`src/hdl/cbp_pkg.sv`:
```
// cbp_pkg: shared types and constants for the prefix code bit packer
// item structs, action codes and fixed field widths; no dependencies
package cbp_pkg;

    localparam int BYTE_W = 8;
    localparam int CODE_W = 32;
    localparam int LEN_W  = 6;
    localparam int ACC_W  = 64;

    localparam logic [1:0] ACT_LOAD   = 2'd0;
    localparam logic [1:0] ACT_ENCODE = 2'd1;
    localparam logic [1:0] ACT_FLUSH  = 2'd2;

    typedef struct packed {
        logic [1:0]        action;
        logic [7:0]        symbol;
        logic [CODE_W-1:0] code_bits;
        logic [LEN_W-1:0]  code_length;
    } in_item_t;

    typedef struct packed {
        logic [BYTE_W-1:0] out_byte;
        logic [3:0]        valid_bits;
        logic              last;
    } out_item_t;

    // item waiting between table lookup and packer
    typedef struct packed {
        logic [1:0] action;
        logic       sym_ok;
    } item_ctl_t;

    typedef struct packed {
        logic [CODE_W-1:0] code_word;
        logic [LEN_W-1:0]  code_size;
    } lookup_t;

endpackage

```
`src/hdl/cbp_packer.sv`:
```
// cbp_packer: bit accumulator and byte emitter with output register
// holds pending bits left-aligned in a 64-bit window, sends one byte per cycle while m_ready allows
// depends on cbp_pkg
module cbp_packer
    import cbp_pkg::*;
(
    input  logic      aclk,
    input  logic      aresetn,
    input  logic      p1_valid,
    input  item_ctl_t p1_ctl,
    input  lookup_t   lookup,
    output logic      consume,
    output logic      m_valid,
    input  logic      m_ready,
    output out_item_t m_item
);

    logic [ACC_W-1:0]  w_reg, w_next;
    logic [LEN_W-1:0]  t_reg, t_next;
    logic              m_valid_reg, m_valid_next;
    out_item_t         m_item_reg, m_item_next;

    logic              out_free;
    logic              emit;
    logic [LEN_W-1:0]  t_base;
    logic [ACC_W-1:0]  w_base;
    logic              is_flush;
    logic              append;
    logic              flush_out;
    logic [CODE_W-1:0] code_mask;
    logic [ACC_W-1:0]  code_ext;
    logic [LEN_W:0]    shamt;

    always_comb begin
        out_free = !m_valid_reg || m_ready;
        emit     = (t_reg >= LEN_W'(BYTE_W)) && out_free;
        // the last byte of an item and the next item's append share a cycle
        t_base   = emit ? t_reg - LEN_W'(BYTE_W) : t_reg;
        w_base   = emit ? {w_reg[ACC_W-BYTE_W-1:0], {BYTE_W{1'b0}}} : w_reg;
        is_flush = (p1_ctl.action == ACT_FLUSH);
        consume  = p1_valid && (t_base < LEN_W'(BYTE_W))
                   && (!is_flush || (!emit && out_free));
        append   = consume && (p1_ctl.action == ACT_ENCODE) && p1_ctl.sym_ok
                   && (lookup.code_size != '0);
        flush_out = consume && is_flush && (t_reg != '0);

        code_mask = (lookup.code_size >= LEN_W'(CODE_W)) ? '1
                  : ((CODE_W'(1) << lookup.code_size) - CODE_W'(1));
        code_ext  = {{(ACC_W-CODE_W){1'b0}}, lookup.code_word & code_mask};
        // place the code just below the pending bits
        shamt     = (LEN_W+1)'(ACC_W) - {1'b0, t_base} - {1'b0, lookup.code_size};
    end

    always_comb begin
        w_next = w_reg;
        t_next = t_reg;
        if (flush_out) begin
            w_next = '0;
            t_next = '0;
        end else if (append) begin
            w_next = w_base | (code_ext << shamt);
            t_next = t_base + lookup.code_size;
        end else if (emit) begin
            w_next = w_base;
            t_next = t_base;
        end
    end

    always_comb begin
        m_item_next  = m_item_reg;
        m_valid_next = m_valid_reg && !m_ready;
        if (emit) begin
            m_valid_next           = 1'b1;
            m_item_next.out_byte   = w_reg[ACC_W-1 -: BYTE_W];
            m_item_next.valid_bits = 4'(BYTE_W);
            m_item_next.last       = (t_reg < LEN_W'(2*BYTE_W));
        end else if (flush_out) begin
            m_valid_next           = 1'b1;
            m_item_next.out_byte   = w_reg[ACC_W-1 -: BYTE_W];
            m_item_next.valid_bits = t_reg[3:0];
            m_item_next.last       = 1'b1;
        end
    end

    always_ff @(posedge aclk) begin
        if (!aresetn) begin
            w_reg       <= '0;
            t_reg       <= '0;
            m_valid_reg <= 1'b0;
        end else begin
            w_reg       <= w_next;
            t_reg       <= t_next;
            m_valid_reg <= m_valid_next;
        end
    end

    always_ff @(posedge aclk) begin
        m_item_reg <= m_item_next;
    end

    assign m_valid = m_valid_reg;
    assign m_item  = m_item_reg;

endmodule

```
`config.mk`:
```
export PLATFORM = sky130hd
export DESIGN_NAME = cbp_packer
export DESIGN_NICKNAME = d
export VERILOG_FILES = /design/src/hdl/cbp_pkg.sv /design/src/hdl/cbp_packer.sv
export SDC_FILE = /design/constraint.sdc
export NUM_CORES = 1
export LEC_CHECK = 0
export BUFFER_PORTS_ARGS = -buffer_cell sky130_fd_sc_hd__buf_2
export CAP_MARGIN = 40
export CORE_AREA = 2 2 157 159
export DETAILED_ROUTE_END_ITERATION = 6
export DIE_AREA = 0 0 159 161
export GPL_TIMING_DRIVEN = 0
export SYNTH_ARGS = -nofsm -noshare
export SYNTH_HDL_FRONTEND = slang
export SYNTH_SLANG_ARGS = --single-unit
```
`constraint.sdc`:
```
create_clock -name aclk -period 4.55 [get_ports aclk]
set_input_delay 0 -clock aclk [delete_from_list [all_inputs] [get_ports aclk]]
set_output_delay 0 -clock aclk [all_outputs]
set_load 0.005 [all_outputs]
```
==> impl_metrics.env, run 1 <==
export IMPL_synth_cell_types=94
export IMPL_cts_max_path_buffers=2
export IMPL_crit_fanout=19
export IMPL_end_kind="register"
export IMPL_drt_vias_per_instance=6.46
export IMPL_crit_type="reg -> reg"
export IMPL_cp_slowest_cell="or4b_4"
export IMPL_skew_ns=0.00567
export IMPL_die_width_um=159
export IMPL_dp_worst_setup_slack_ns=-1.43
export IMPL_portBuffers=59
export IMPL_cts_root_buf="clkbuf_16"
export IMPL_cp_arrival_ns=4.70
export IMPL_n_antenna_cell=0
export IMPL_synth_area_leaders="dfxtp_1 (18%), nand2_1 (6.7%), a21oi_1 (6.0%)"
export IMPL_whs_endpoint="m_item[2]$_SDFFE_PP0P_"
export IMPL_cts_made_buffers=9
export IMPL_syn_inst=1139
export IMPL_cts_sinks=84
export IMPL_grt_pass1_wl_um=59100
export IMPL_vias=10000
export IMPL_holdPathStages=4
export IMPL_yosys_cell_count_top_type="nand2_1"
export IMPL_gp_congestion=1.01
export IMPL_core_area_sq_mm=0.0240
export IMPL_largest_reg_flops=64
export IMPL_ios=60
export IMPL_outcome="complete, no violations"
export IMPL_dp_hpwl_um=30300
export IMPL_fmax_ghz=0.225
export IMPL_fin_ws_ns=0.105
export IMPL_cap_violations=0
export IMPL_hold_viol=0
export IMPL_fin_crit_sh_pct=97.7
export IMPL_cp_common_cell="ha_1"
export IMPL_synth_top_area_cell="dfxtp_1"
export IMPL_drv_slew=0
export IMPL_synth_area_per_cell_sq_um=7.22
export IMPL_fill_cells=2539
export IMPL_synth_edff_count=9
export IMPL_htreeDepth=3
export IMPL_ff_latch_area_sq_mm=0.00177
export IMPL_crit_chain="inv_2, ha_1, or4b_4, a21oi_4, clkbuf_16, a21oi_1, ha_1, ha_4, o21ai_1, nor4b_2, a2111oi_4, or3_4, nor3_4, nand2_1, o2bb2ai_1, a211oi_1"
export IMPL_drc=0
export IMPL_drive_above_1_share_pct=18.9
export IMPL_worstPathRequired_ns=4.80
export IMPL_r2r_start="t_reg[4]$_SDFFE_PP0P_"
export IMPL_synthArstFlopShare_pct=0
export IMPL_antenna_found_initial=0
export IMPL_drtIter0Drc=1150
export IMPL_min_from="p1_ctl[1]"
export IMPL_netlist_area_leader_share_pct=18.3
export IMPL_die_area_sq_mm=0.0256
export IMPL_grt_max_degree=20
export IMPL_cp_buffers_inverters=2
export IMPL_first_pass_iters=5
export IMPL_slew_headroom_pct=38.9
export IMPL_gr_total_overflow=0
export IMPL_final_nets=1290
export IMPL_start_util_pct=34.3
export IMPL_ys_ff_latch=84
export IMPL_wl_um=38800
export IMPL_routedWlPerCell_um=25.0
export IMPL_min_period_ns=4.45
export IMPL_tightestPinTransition_ns=0.904
export IMPL_syn_area_sq_mm=0.00822
export IMPL_num_rows=57
export IMPL_synthTopCellsByCount="nand2_1 (147), nor2_1 (105), a21oi_1 (99), dfxtp_1 (75), o21ai_0 (67)"
export IMPL_reg2reg_depth=16
export IMPL_seq_area_frac_synth_pct=21.6
export IMPL_rr_endpoint="w_reg[43]$_SDFFE_PP0P_"
export IMPL_grt_total_usage_pct=29.8
export IMPL_area_growth_pct=19.4
export IMPL_grt_pass1_vias=9467
export IMPL_antenna_left=0
export IMPL_setup_violations=0
export IMPL_clk_latency_ns=0.34
export IMPL_synth_flop_cell="dfxtp_1"
export IMPL_clk_pin_slew_ns=0.06
export IMPL_syn_num_nets=1205
export IMPL_die_h_um=161
export IMPL_path_delay_family="simple AND/OR/NAND/NOR gates"
export IMPL_multi_input_area_sq_mm=0.00629
export IMPL_startpoint_type="register"
export IMPL_tritoncts="yes"
export IMPL_rrSetupSlack_ns=0.10
export IMPL_critical_path_max_stage_delay_ns=0.50
export IMPL_synth_warnings=0
export IMPL_min_delay_path_class="in -> reg"
==> layout make-up <==
type                    instances  share of cell area (%)
multi-input cells             932                    64.1
flip-flops and latches         84                    18.1
plain buffers                  91                    5.25
repair buffers                 78                    4.51
well taps                     324                    4.13
clock buffers                  14                    2.49
inverters                      28                    1.07
clock inverters                 2                   0.395
==> timing repair <==
action                                 4_1_cts  5_1_grt
resized for setup                           88       51
buffers inserted                             5        6
pin swaps                                    5       11
hold buffers                                 1        0
setup endpoints to repair                   64       64
endpoints found under the hold margin        1        0
==> layout by cell type, fill, tap and decap left out, types with 8 or more instances in the layout <==
cell type  instances
dfxtp_1           74
buf_2             75
a21oi_1           97
or3_1              9
clkbuf_1          45
o21ai_0           66
buf_4             25
o211ai_1          19
nor2b_1            9
a22oi_1           11
nand2_1          143
a211oi_1          19
a31oi_1           29
nand3_1           35
o31a_1             8
and3_1            14
ha_1              15
o22ai_1           15
nor3_1            23
a21o_1            12
edfxtp_1           9
o31ai_1           21
clkbuf_16         10
nor2_1            92
a221oi_1           8
mux2i_1           36
inv_1             25
nand2b_1          13
mux2_2            10
or2_2              8
and2_1            15
clkbuf_4           8
==> tightest hold or removal path, cell delays in order <==
cell and delay (ns):
buf_2 0.09, nor2b_1 0.07, a32oi_1 0.20, nor2_1 0.06
==> logic make-up (layout without fill, tap and decap cells) <==
| group | Yosys count | count (layout) | synth area share (%) |
|---|---|---|---|
| flip-flops | 84 | 84 | 21.6 |
| adder cells (fa/ha/maj) | 21 | 21 | 3.47 |
| XOR/XNOR | 13 | 13 | 1.39 |
| multiplexers | 51 | 51 | 6.97 |
| AO/OA/AOI/OAI | 421 | 421 | 35.3 |
| buffers and inverters | 123 | 213 | 6.47 |
| AND/OR/NAND/NOR | 426 | 426 | 24.8 |
==> worst max path at each step <==
stage	startpoint	cells past startpoint	slack [ns]	to
final	t_reg[4]$_SDFFE_PP0P_	16	0.10	w_reg[43]$_SDFFE_PP0P_
after global routing	t_reg[4]$_SDFFE_PP0P_	17	-0.07	w_reg[50]$_SDFFE_PP0P_
after CTS	t_reg[4]$_SDFFE_PP0P_	20	0.002	w_reg[50]$_SDFFE_PP0P_
after detailed placement	t_reg[3]$_SDFFE_PP0P_	16	-1.43	w_reg[36]$_SDFFE_PP0P_
after global placement	t_reg[3]$_SDFFE_PP0P_	17	-1.83	w_reg[7]$_SDFFE_PP0P_
after floorplan	t_reg[3]$_SDFFE_PP0P_	18	0.07	w_reg[58]$_SDFFE_PP0P_
==> stage by stage <==
stage	setup TNS (ns)	utilization [%]	std cells	hold WS (ns)	cell area (sq um)
detailed placement	-71.87	37.5	1529	0.287	8990
global route	-0.649	40.9	1553	0.214	9810
CTS	0	40.2	1549	0.105	9630
finish	0	40.9	1553	0.118	9810
floorplan	0	-	1139	0.135	8240
global placement	-90.34	37.3	1522	0.289	8940
==> per-layer routing <==
layer	part of all wire [%]	wire length [um]	track usage, %
met2	45	17400	47.7
met3	8.9	3440	4.16
met5	0	0	0
met1	41	16100	39.4
met4	5.0	1940	15.0
Power of run 1 is left out: the tool's default activity adds up to more than one toggle a clock period on the data nets, which glitch-free logic cannot reach.
==> inputs of run 2 (changes only) <==
==> constraint.sdc (replaced) <==
create_clock -name aclk -period 4.8 [get_ports aclk]
set_input_delay 0 -clock aclk [delete_from_list [all_inputs] [get_ports aclk]]
set_output_delay 0 -clock aclk [all_outputs]
set_load 0.005 [all_outputs]
==> run 2 against run 1 <==
Compared with the run above:
- routed wire length increased by 0.20%
- design area decreased by 1.2%
- clock-buffer cell count decreased by 5
- utilization decreased by 0.48 points
- cell count decreased by 0.32%
- first-iteration DRC count increased by 18%
- largest cell class unchanged
- highest routed layer unchanged
==> impl_metrics.env, run 2 (synthesis gave the netlist of run 1 again) <==
export IMPL_largest_reg_flops=64
export IMPL_cts_max_path_buffers=2
export IMPL_fin_setup_tns_ns=0
export IMPL_fmax_ghz=0.214
export IMPL_grt_max_degree=19
export IMPL_worstPathRequired_ns=5.07
export IMPL_startpoint_type="register"
export IMPL_cp_buffers_inverters=5
export IMPL_drive_above_1_share_pct=17.7
export IMPL_routedWlPerCell_um=25.1
export IMPL_min_delay_path_class="in -> reg"
export IMPL_outcome="complete, no violations"
export IMPL_cp_arrival_ns=4.95
export IMPL_crit_fanout=10
export IMPL_gp_congestion=1.00
export IMPL_die_h_um=161
export IMPL_htreeDepth=3
export IMPL_cts_made_buffers=9
export IMPL_portBuffers=59
export IMPL_multi_input_area_sq_mm=0.00622
export IMPL_cp_slowest_cell="or4b_4"
export IMPL_area_growth_pct=18.0
export IMPL_antenna_found_initial=0
export IMPL_vias=9985
export IMPL_skew_ns=0.00505
export IMPL_tightestPinTransition_ns=0.854
export IMPL_path_delay_family="buffers and inverters"
export IMPL_dp_hpwl_um=30200
export IMPL_grt_total_usage_pct=29.7
export IMPL_n_antenna_cell=0
export IMPL_wl_um=38900
export IMPL_die_width_um=159
export IMPL_antenna_left=0
export IMPL_final_common_cell="nand2_1"
export IMPL_crit_type="reg -> reg"
export IMPL_grt_pass1_wl_um=59000
export IMPL_slew_headroom_pct=42.6
export IMPL_final_nets=1285
export IMPL_fin_crit_sh_pct=97.5
export IMPL_min_period_ns=4.68
export IMPL_drv_slew=0
export IMPL_end_kind="register"
export IMPL_tritoncts="yes"
export IMPL_start_util_pct=34.3
export IMPL_layout_common_cells="nand2_1 (143), nor2_1 (96), a21oi_1 (96)"
export IMPL_gr_total_overflow=0
export IMPL_ff_latch_area_sq_mm=0.00177
export IMPL_critical_path_max_stage_delay_ns=0.49
export IMPL_clk_pin_slew_ns=0.07
export IMPL_core_area_sq_mm=0.0240
export IMPL_clk_latency_ns=0.35
export IMPL_drc=0
export IMPL_first_pass_iters=5
export IMPL_cts_sinks=84
export IMPL_cap_violations=0
export IMPL_die_area_sq_mm=0.0256
export IMPL_crit_chain="inv_1, ha_1, or4b_4, nand2_1, nand2_2, buf_6, buf_4, nor2_1, a21oi_2, ha_1, ha_4, xor2_2, clkbuf_4, buf_2, a21oi_1, a22oi_1, o21ai_0, o21ai_0"
export IMPL_grt_pass1_vias=9404
export IMPL_ios=60
export IMPL_setup_violations=0
export IMPL_num_rows=57
export IMPL_cts_root_buf="clkbuf_16"
export IMPL_fill_cells=2547
export IMPL_hold_viol=0
export IMPL_drt_vias_per_instance=6.45
export IMPL_drtIter0Drc=1359
run 2: cell types whose count changed in the layout (fill, tap and decap cells not counted), sizes merged:
cell / previous run / this run
clkinv: 2 / 3
clkinvlp: 0 / 1
buf: 112 / 102
inv: 27 / 29
clkdlybuf4s15: 1 / 0
clkbuf: 69 / 70
bufinv: 1 / 2
run 2: layout make-up:
cell class | instances | share of cell area [%]
Sequential cell | 84 | 18.3
Clock buffer | 9 | 2.32
Timing Repair Buffer | 71 | 3.94
Clock inverter | 7 | 1.01
Tap cell | 324 | 4.18
Buffer | 93 | 5.02
Multi-Input combinational cell | 932 | 64.2
Inverter | 28 | 1.08
run 2: what timing repair did:
action | 4_1_cts | 5_1_grt
buffers inserted | 7 | 0
gates cloned | 0 | 0
resized for setup | 69 | 32
endpoints found under the setup margin | 64 | 63
pin swaps | 7 | 4
hold buffers | 1 | 0
endpoints found under the hold margin | 1 | 0
run 2: worst register-to-register path, stage by stage (launching register included):
cell,delay [ns]
dfxtp_1,0.35
inv_1,0.11
ha_1,0.14
or4b_4,0.49
nand2_1,0.10
nand2_2,0.17
buf_6,0.22
buf_4,0.20
nor2_1,0.13
a21oi_2,0.08
ha_1,0.36
ha_4,0.35
xor2_2,0.35
clkbuf_4,0.33
buf_2,0.31
a21oi_1,0.13
a22oi_1,0.33
o21ai_0,0.27
o21ai_0,0.21
run 2: layer usage:
layer	track usage (%)	routed length, um
met1	38.9	16000
met3	3.98	3420
met4	14.3	2070
met5	0	0
met2	48.5	17500
run 2: final timing paths:
path | to | from | slack (ns) | depth (start not counted)
hold / removal | m_item[2]$_SDFFE_PP0P_ | p1_ctl[1] | 0.11 | 4
hold reg to reg | m_item[4]$_SDFFE_PP1P_ | m_item[4]$_SDFFE_PP1P_ | 0.44 | 2
setup reg to reg | w_reg[62]$_SDFFE_PP0P_ | t_reg[4]$_SDFFE_PP0P_ | 0.12 | 18
setup / recovery | w_reg[62]$_SDFFE_PP0P_ | t_reg[4]$_SDFFE_PP0P_ | 0.12 | 18
run 2: metrics by stage:
step                      utilization (%)  hold slack, ns  cell area [sq um]  cells  worst slack, ns
after global routing                 40.5           0.135               9700   1548          -0.0479
after detailed placement             37.4           0.287               8950   1526            -1.44
final                                40.5           0.111               9700   1548            0.120
after global placement               37.3           0.286               8930   1522            -1.64
after floorplan                         -           0.135               8230   1139          0.00936
after CTS                            40.0           0.111               9590   1548          0.00663
Power of run 2 is left out for the same reason.
